### src/rtl/lsrp_pkg.sv
// shared types and codes for the lifo stack with reverse and pair check
`default_nettype none

package lsrp_pkg;

  // default sizes
  localparam int DEF_STACK_DEPTH = 16;
  localparam int DEF_WORD_WIDTH  = 16;

  // fixed field widths of the request and response words
  localparam int ACTION_W = 3;
  localparam int VALUE_W  = 16;
  localparam int STATUS_W = 2;
  localparam int COUNT_W  = 5;

  // action codes
  localparam logic [ACTION_W-1:0] ACT_PUSH    = 3'd0;
  localparam logic [ACTION_W-1:0] ACT_POP     = 3'd1;
  localparam logic [ACTION_W-1:0] ACT_POP_TOP = 3'd2;
  localparam logic [ACTION_W-1:0] ACT_CLEAR   = 3'd3;
  localparam logic [ACTION_W-1:0] ACT_REVERSE = 3'd4;
  localparam logic [ACTION_W-1:0] ACT_PAIR    = 3'd5;

  // status codes
  localparam logic [STATUS_W-1:0] ST_OK    = 2'd0;
  localparam logic [STATUS_W-1:0] ST_EMPTY = 2'd1;
  localparam logic [STATUS_W-1:0] ST_FULL  = 2'd2;

  typedef struct packed {
    logic [ACTION_W-1:0] action;
    logic [VALUE_W-1:0]  value;
  } req_t;

  typedef struct packed {
    logic [VALUE_W-1:0]  top_value;
    logic                top_valid;
    logic [STATUS_W-1:0] status;
    logic                pair_found;
    logic [COUNT_W-1:0]  entry_count;
  } rsp_t;

endpackage

`default_nettype wire

### src/rtl/lifo_stack_with_reverse_and_pair_check.sv
// lifo stack: a push that fits, clear and empty pop go straight to the result register;
// other actions read the top word first unless the stack is empty, and a held response
// register stalls the result. pair query: one store read per cycle through one ram port
// next request taken once the block returns to idle
// synchronous active high reset empties the stack and clears direction and base
// entry store contents stay undefined after reset, no clearing pass
`default_nettype none

module lifo_stack_with_reverse_and_pair_check #(
  parameter int STACK_DEPTH = lsrp_pkg::DEF_STACK_DEPTH,
  parameter int WORD_WIDTH  = lsrp_pkg::DEF_WORD_WIDTH
) (
  input  wire logic          clk,
  input  wire logic          rst,
  input  wire logic          req_valid,
  output logic               req_ready,
  input  wire lsrp_pkg::req_t req,
  output logic               rsp_valid,
  input  wire logic          rsp_ready,
  output lsrp_pkg::rsp_t     rsp
);

  import lsrp_pkg::*;

  localparam int AW = $clog2(STACK_DEPTH);
  localparam int CW = $clog2(STACK_DEPTH + 1);
  localparam int OW = (WORD_WIDTH < VALUE_W) ? WORD_WIDTH : VALUE_W;
  localparam logic [CW-1:0] FULL_COUNT = CW'(STACK_DEPTH);

  typedef enum logic [2:0] {
    S_IDLE,
    S_SCAN,
    S_SCAN_LAST,
    S_READ_TOP,
    S_TOP_WAIT,
    S_DONE
  } state_t;

  state_t state;

  // stack state
  logic [CW-1:0] count;
  logic [AW-1:0] base;
  logic          flipped;

  // per word working registers
  logic [ACTION_W-1:0]   act_q;
  logic [WORD_WIDTH-1:0] word_q;
  logic [AW-1:0]         scan_pos;
  logic                  rd_pend;
  logic                  prev_match;
  logic                  pair_q;
  logic [VALUE_W-1:0]    res_top;
  logic                  res_valid;
  logic [STATUS_W-1:0]   res_status;

  // shared slot mapper and store port
  logic [CW-1:0]         count_m1;
  logic [AW-1:0]         pos;
  logic [AW-1:0]         slot;
  logic                  accept;
  logic                  we;
  logic                  full;
  logic                  cur_match;
  logic [WORD_WIDTH-1:0] req_word;
  logic [WORD_WIDTH-1:0] rdata;

  assign count_m1  = count - 1'b1;
  assign full      = (count == FULL_COUNT);
  assign req_ready = (state == S_IDLE);
  assign accept    = req_valid && req_ready;
  assign req_word  = WORD_WIDTH'(req.value[OW-1:0]);
  assign we        = accept && (req.action == ACT_PUSH) && !full;
  assign cur_match = (rdata == word_q);

  // position that the slot mapper works on this cycle
  always_comb begin
    unique case (state)
      S_IDLE:  pos = (req.action == ACT_PUSH) ? count[AW-1:0] : count_m1[AW-1:0];
      S_SCAN:  pos = scan_pos;
      default: pos = count_m1[AW-1:0];
    endcase
  end

  lsrp_slot #(
    .DEPTH (STACK_DEPTH)
  ) u_slot (
    .base    (base),
    .flipped (flipped),
    .pos     (pos),
    .slot    (slot)
  );

  lsrp_ram #(
    .WIDTH (WORD_WIDTH),
    .DEPTH (STACK_DEPTH)
  ) u_ram (
    .clk   (clk),
    .we    (we),
    .waddr (slot),
    .wdata (req_word),
    .raddr (slot),
    .rdata (rdata)
  );

  // sequencer, stack state and response register
  always_ff @(posedge clk) begin
    if (rst) begin
      state      <= S_IDLE;
      count      <= '0;
      base       <= '0;
      flipped    <= 1'b0;
      rd_pend    <= 1'b0;
      rsp_valid  <= 1'b0;
    end else begin
      rd_pend <= (state == S_SCAN);

      // pair compare on each word returned by the scan
      if (rd_pend) begin
        pair_q     <= pair_q | (prev_match & cur_match);
        prev_match <= cur_match;
      end

      if (rsp_valid && rsp_ready) begin
        rsp_valid <= 1'b0;
      end

      unique case (state)
        S_IDLE: begin
          if (accept) begin
            act_q      <= req.action;
            word_q     <= req_word;
            res_status <= ST_OK;
            pair_q     <= 1'b0;
            prev_match <= 1'b0;
            scan_pos   <= '0;
            priority case (req.action)
              ACT_PUSH: begin
                if (full) begin
                  res_status <= ST_FULL;
                  state      <= S_READ_TOP;
                end else begin
                  count     <= count + 1'b1;
                  res_top   <= VALUE_W'(req_word[OW-1:0]);
                  res_valid <= 1'b1;
                  state     <= S_DONE;
                end
              end
              ACT_POP, ACT_POP_TOP: begin
                if (count == '0) begin
                  res_status <= ST_EMPTY;
                  res_top    <= '0;
                  res_valid  <= 1'b0;
                  state      <= S_DONE;
                end else begin
                  state <= S_READ_TOP;
                end
              end
              ACT_CLEAR: begin
                count     <= '0;
                base      <= '0;
                flipped   <= 1'b0;
                res_top   <= '0;
                res_valid <= 1'b0;
                state     <= S_DONE;
              end
              ACT_REVERSE: begin
                // old top slot becomes the new bottom
                if (count >= CW'(2)) begin
                  base    <= slot;
                  flipped <= ~flipped;
                end
                state <= S_READ_TOP;
              end
              ACT_PAIR: begin
                state <= (count >= CW'(2)) ? S_SCAN : S_READ_TOP;
              end
              default: begin
                state <= S_READ_TOP;
              end
            endcase
          end
        end

        // issue one store read per logical position, bottom upward
        S_SCAN: begin
          if (CW'(scan_pos) == count_m1) begin
            state <= S_SCAN_LAST;
          end else begin
            scan_pos <= scan_pos + 1'b1;
          end
        end

        // last scan word is compared this cycle
        S_SCAN_LAST: begin
          state <= S_READ_TOP;
        end

        S_READ_TOP: begin
          if (count == '0) begin
            res_top   <= '0;
            res_valid <= 1'b0;
            state     <= S_DONE;
          end else begin
            state <= S_TOP_WAIT;
          end
        end

        S_TOP_WAIT: begin
          res_top   <= VALUE_W'(rdata[OW-1:0]);
          res_valid <= 1'b1;
          if (act_q == ACT_POP || act_q == ACT_POP_TOP) begin
            count <= count_m1;
          end
          state <= S_DONE;
        end

        // hand the result over once the response register is free
        S_DONE: begin
          if (!rsp_valid || rsp_ready) begin
            rsp.top_value   <= res_top;
            rsp.top_valid   <= res_valid;
            rsp.status      <= res_status;
            rsp.pair_found  <= (act_q == ACT_PAIR) ? pair_q : 1'b0;
            rsp.entry_count <= COUNT_W'(count);
            rsp_valid       <= 1'b1;
            state           <= S_IDLE;
          end
        end

        default: begin
          state <= S_IDLE;
        end
      endcase
    end
  end

`ifndef ASSERT_OFF
  // fill count stays within the store
  a_count_range: assert property (@(posedge clk) disable iff (rst)
    count <= FULL_COUNT)
    else $error("entry count beyond stack depth");

  // clear empties the stack in the next cycle
  a_clear_empties: assert property (@(posedge clk) disable iff (rst)
    (accept && req.action == ACT_CLEAR) |=> (count == '0))
    else $error("clear did not empty the stack");

  // a refused push reports a valid top
  a_full_has_top: assert property (@(posedge clk) disable iff (rst)
    (rsp_valid && rsp.status == ST_FULL) |-> rsp.top_valid)
    else $error("full status without a valid top");

  // an empty pop reports no top
  a_empty_no_top: assert property (@(posedge clk) disable iff (rst)
    (rsp_valid && rsp.status == ST_EMPTY) |-> (!rsp.top_valid && rsp.top_value == '0))
    else $error("empty status with a top word");
`endif

endmodule

`default_nettype wire

### src/rtl/lsrp_ram.sv
// generic single write port ram with registered read
`default_nettype none

module lsrp_ram #(
  parameter int WIDTH = 16,
  parameter int DEPTH = 16
) (
  input  wire logic                     clk,
  input  wire logic                     we,
  input  wire logic [$clog2(DEPTH)-1:0] waddr,
  input  wire logic [WIDTH-1:0]         wdata,
  input  wire logic [$clog2(DEPTH)-1:0] raddr,
  output logic      [WIDTH-1:0]         rdata
);

  logic [WIDTH-1:0] mem [DEPTH];

  // write and registered read
  always_ff @(posedge clk) begin
    if (we) begin
      mem[waddr] <= wdata;
    end
    rdata <= mem[raddr];
  end

endmodule

`default_nettype wire

### src/rtl/lsrp_slot.sv
// maps a logical stack position onto a physical slot of the circular store
`default_nettype none

module lsrp_slot #(
  parameter int DEPTH = 16
) (
  input  wire logic [$clog2(DEPTH)-1:0] base,
  input  wire logic                     flipped,
  input  wire logic [$clog2(DEPTH)-1:0] pos,
  output logic      [$clog2(DEPTH)-1:0] slot
);

  localparam int AW = $clog2(DEPTH);
  localparam logic [AW:0] DEPTH_W = (AW+1)'(DEPTH);

  logic [AW:0] fwd;
  logic [AW:0] rev;
  logic [AW:0] sel;

  // base plus or minus offset, folded back once into the store range
  always_comb begin
    fwd  = {1'b0, base} + {1'b0, pos};
    rev  = {1'b0, base} + DEPTH_W - {1'b0, pos};
    sel  = flipped ? rev : fwd;
    slot = (sel >= DEPTH_W) ? AW'(sel - DEPTH_W) : AW'(sel);
  end

endmodule

`default_nettype wire

### config.mk
export PLATFORM = sky130hd
export DESIGN_NAME = lifo_stack_with_reverse_and_pair_check
export DESIGN_NICKNAME = d
export VERILOG_FILES = /design/src/rtl/lsrp_pkg.sv /design/src/rtl/lifo_stack_with_reverse_and_pair_check.sv /design/src/rtl/lsrp_ram.sv /design/src/rtl/lsrp_slot.sv
export SDC_FILE = /design/constraint.sdc
export NUM_CORES = 1
export LEC_CHECK = 0
export ABC_CLOCK_PERIOD_IN_PS = 6000
export BUFFER_PORTS_ARGS = -buffer_cell sky130_fd_sc_hd__clkbuf_2
export CELL_PAD_IN_SITES_DETAIL_PLACEMENT = 1
export CELL_PAD_IN_SITES_GLOBAL_PLACEMENT = 1
export CORE_MARGIN = 2
export CORE_UTILIZATION = 54
export CTS_BUF_LIST = sky130_fd_sc_hd__clkbuf_16
export CTS_CLUSTER_DIAMETER = 200
export DETAILED_ROUTE_END_ITERATION = 8
export GPL_TIMING_DRIVEN = 0
export PLACE_DENSITY = 0.86
export SETUP_SLACK_MARGIN = 0.5
export SLEW_MARGIN = 20
export SYNTH_ARGS = -nofsm -noshare
export SYNTH_HDL_FRONTEND = slang
export SYNTH_SLANG_ARGS = --single-unit
### constraint.sdc
create_clock -name clk -period 6 [get_ports clk]
set_clock_uncertainty 0.15 [all_clocks]
set_input_delay 0.6 -clock clk [delete_from_list [all_inputs] [get_ports clk]]
set_output_delay 0.6 -clock clk [all_outputs]
set_load 0.01 [all_outputs]
==> metrics <==
Startpoint Class=flop; Mapped Cells=~800; die span in y=approximately 170 um; total grt overflow=0; Crit. End Element=flop; initial antenna violation count=0; Die Span X=roughly 170 um; Tot Pwr=7.982 mW; sequential share of the synthesized area=between 70 and 80%; Arrival @ worst endpoint=about 5500 ps; Reg-to-Reg End=u_ram.mem[0][9]$_DFFE_PP_; gr usage total=between 20% and 30%; path type of the worst setup path=flop to flop; CTS buffer count=37; Via Count=between 8,000 and 9,000; Final Cycle Share=90.66%; Initial Util=between 50% and 60%; area delta synth->final=15.54%; Rel. slew slack=between 20% and 30%; CTS tree=done; Synth async-reset ratio=0%; final setup vio count=0; RSZ-0062 raised after global routing=true; Worst Path Buf+Inv=5; crit path capture=u_ram.mem[0][9]$_DFFE_PP_; Fmax achieved=0.1838 GHz; Post-synth top cells=edfxtp_1 (325), mux4_2 (64), mux2i_1 (52); r2r startpoint=count[0]$_SDFFE_PP0P_; vias in the first global route=approximately 8,800; Setup TNS=0 ps; Fin. Hold Viols=0; die area=roughly 28,000 sq um; min Tclk post-route=approximately 5400 ps; Final Util=between 60% and 70%; Crit path top cell by count=inv_1; drt total wl=38.96 mm; gpl congestion=0.8500; Core Box Area=roughly 26,000 sq um; failing checks=DRC; mean area per synthesized cell=approximately 18 sq um; total leakage power=roughly 5.8 nW; drt pass-1 iters=8; cell family with most CP delay=simple AND/OR/NAND/NOR gates; clk_lat worst skew=~550 ps; worst-path maximum fanout=10; Max stage delay on crit path=approximately 700 ps; R2R setup slack=560 ps; leading cell types by total area after synthesis=edfxtp_1 (68%), mux4_2 (10%), dfxtp_1 (4.3%), mux2i_1 (3.6%), xnor2_1 (1.3%); H-tree level count=2; Unique masters post-synth=roughly 70; clk slew on worst S/H paths=around 60 ps; IO buf count=between 40 and 50; Synthesis Warnings=0; drt drc=14; Routed Antenna Nets=0; WP data required=around 6100 ps; max cap viols=0; maximum VDD drop=0.2539 mV; final worst-path setup slack=between 500 and 600 ps; I/O Pins=50; #FFs+latches synth=356; cell area after synthesis=around 14,000 sq um; DPL Wire Length=approximately 24 mm; Worst Max-Slew Pin Slew=about 1100 ps; Area after DPL=15,360 sq um; Post-synth EDFFs=approximately 330; first-pass GRT wire length=57.51 mm; power per cell area=480.1 nW/um^2; hold crit path type=primary input to flop; Rows=approximately 60; nets=between 900 and 1,000; crit path cell chain=clkbuf_1 > inv_1 > o31a_1 > o32ai_1 > ha_1 > inv_1 > fa_1 > mux2i_1 > xor2_2 > buf_2 > or4_1 > nor3b_2 > buf_4; Hold Buf Count CTS=0; Worst path slowest cell=nor3b_2; share of cells above drive strength 1=about 27%; Slew Limit Fails=0; most frequent cell after synthesis=edfxtp_1; status=complete, but fails checks; fin area=around 17,000 sq um; Max Root-Sink Buffers=3; ys flop type=edfxtp_1; area fraction of the dominant cell type after synthesis=between 60% and 70%; largest area contributor in the netlist=edfxtp_1; Levels on crit path=13; worst reg2reg path depth=13; CP Launch Point=count[0]$_SDFFE_PP0P_; dpl ws=-8.099 ps; maximum number of pins on one net before global-route repair=19; initial drt markers=1,048; synthesized net count=around 830; CTS root buffer=clkbuf_16; clock net sink count=between 300 and 400; Vias/cell=approximately 6.6; routed len/inst=30.41 um
kinds of logic after synthesis:
logic type               count (synthesis)  synth area share [%]
AO/OA/AOI/OAI                           83                 4.339
XOR/XNOR                                27                 1.696
adder cells (fa/ha/maj)                 12                 1.148
buffers and inverters                   71                 2.243
flip-flops                             356                 72.14
multiplexers                           117                 13.71
AND/OR/NAND/NOR                        124                 4.722
how the worst min path moves through the flow:
stage	startpoint	cells past startpoint	slack (ps)	end
after floorplan	res_status[0]$_DFFE_PP_	0	250	rsp[6]$_DFFE_PP_
after global placement	res_status[1]$_DFFE_PP_	0	250	rsp[7]$_DFFE_PP_
after detailed placement	res_status[0]$_DFFE_PP_	0	270	rsp[6]$_DFFE_PP_
final	req[16]	1	150	act_q[0]$_DFFE_PP_
after CTS	req[16]	1	130	act_q[0]$_DFFE_PP_
after global routing	req[16]	1	130	act_q[0]$_DFFE_PP_
through the flow:
step | hold slack (ps) | instances
final | 146.6 | 1281
after global routing | 134.1 | 1280
after CTS | 126.5 | 1273
after detailed placement | 266.0 | 1202
after global placement | 254.6 | 1174
after floorplan | 250.3 | 790
repair_timing:
item	CTS	global route
endpoints found under the setup margin	43	151
pin swaps	2	1
resized for setup	4	4
buffers inserted	4	7
final cells by class:
| type | instances | area [sq um] |
|---|---|---|
| clock inverters | 29 | 172.7 |
| clock buffers | 38 | 950.9 |
| repair buffers | 88 | 538.0 |
| plain buffers | 45 | 225.2 |
| inverters | 26 | 97.59 |
| fillers | 2233 | 9508 |
| well taps | 335 | 419.2 |
| flip-flops and latches | 356 | 10380 |
| multi-input cells | 363 | 3839 |
| diodes | 1 | 2.502 |
sequential cells by signal (all words and copies together) (netlist names):
name and flops:
base 4, prev_match 1, res_valid 1, word_q 16, rsp_valid 1, rd_pend 1
res_top 16, count 5, flipped 1, rsp 25, res_status 2, act_q 3
u_ram.rdata 16, scan_pos 4, pair_q 1, u_ram.mem 256, state 3
layout by cell type, fill, tap and decap left out, types with 9 or more instances in the layout:
master,count
a222oi_1,15
nor2_1,31
edfxtp_1,325
buf_4,39
nand3_1,9
clkbuf_2,49
clkinv_1,11
inv_1,34
dfxtp_1,31
mux2i_1,52
buf_2,21
a21oi_1,16
xnor2_1,21
clkbuf_1,16
clkbuf_16,38
nand2_1,16
ha_1,10
o21ai_0,9
mux4_2,64
per-layer routing:
layer / wire [um] / global-route usage (%) / share of wire [%] / vias up
met2: 19480 / 46.85 / 50 / 507
met3: 2686 / 4.632 / 6.9 / 105
met5: 0 / 0 / 0 / -
met4: 1371 / 11.42 / 3.5 / 0
li1: - / - / - / 3430
met1: 15420 / 37.24 / 40 / 4382
power breakdown:
part           internal [mW]  switching (mW)  leakage [nW]  total (mW)
sequential              2.92           0.119          3.20        3.03
clock                   1.20           0.986         0.586        2.18
combinational           1.15            1.62          1.99        2.76
No activity file was read; power rests on OpenSTA's default activity.
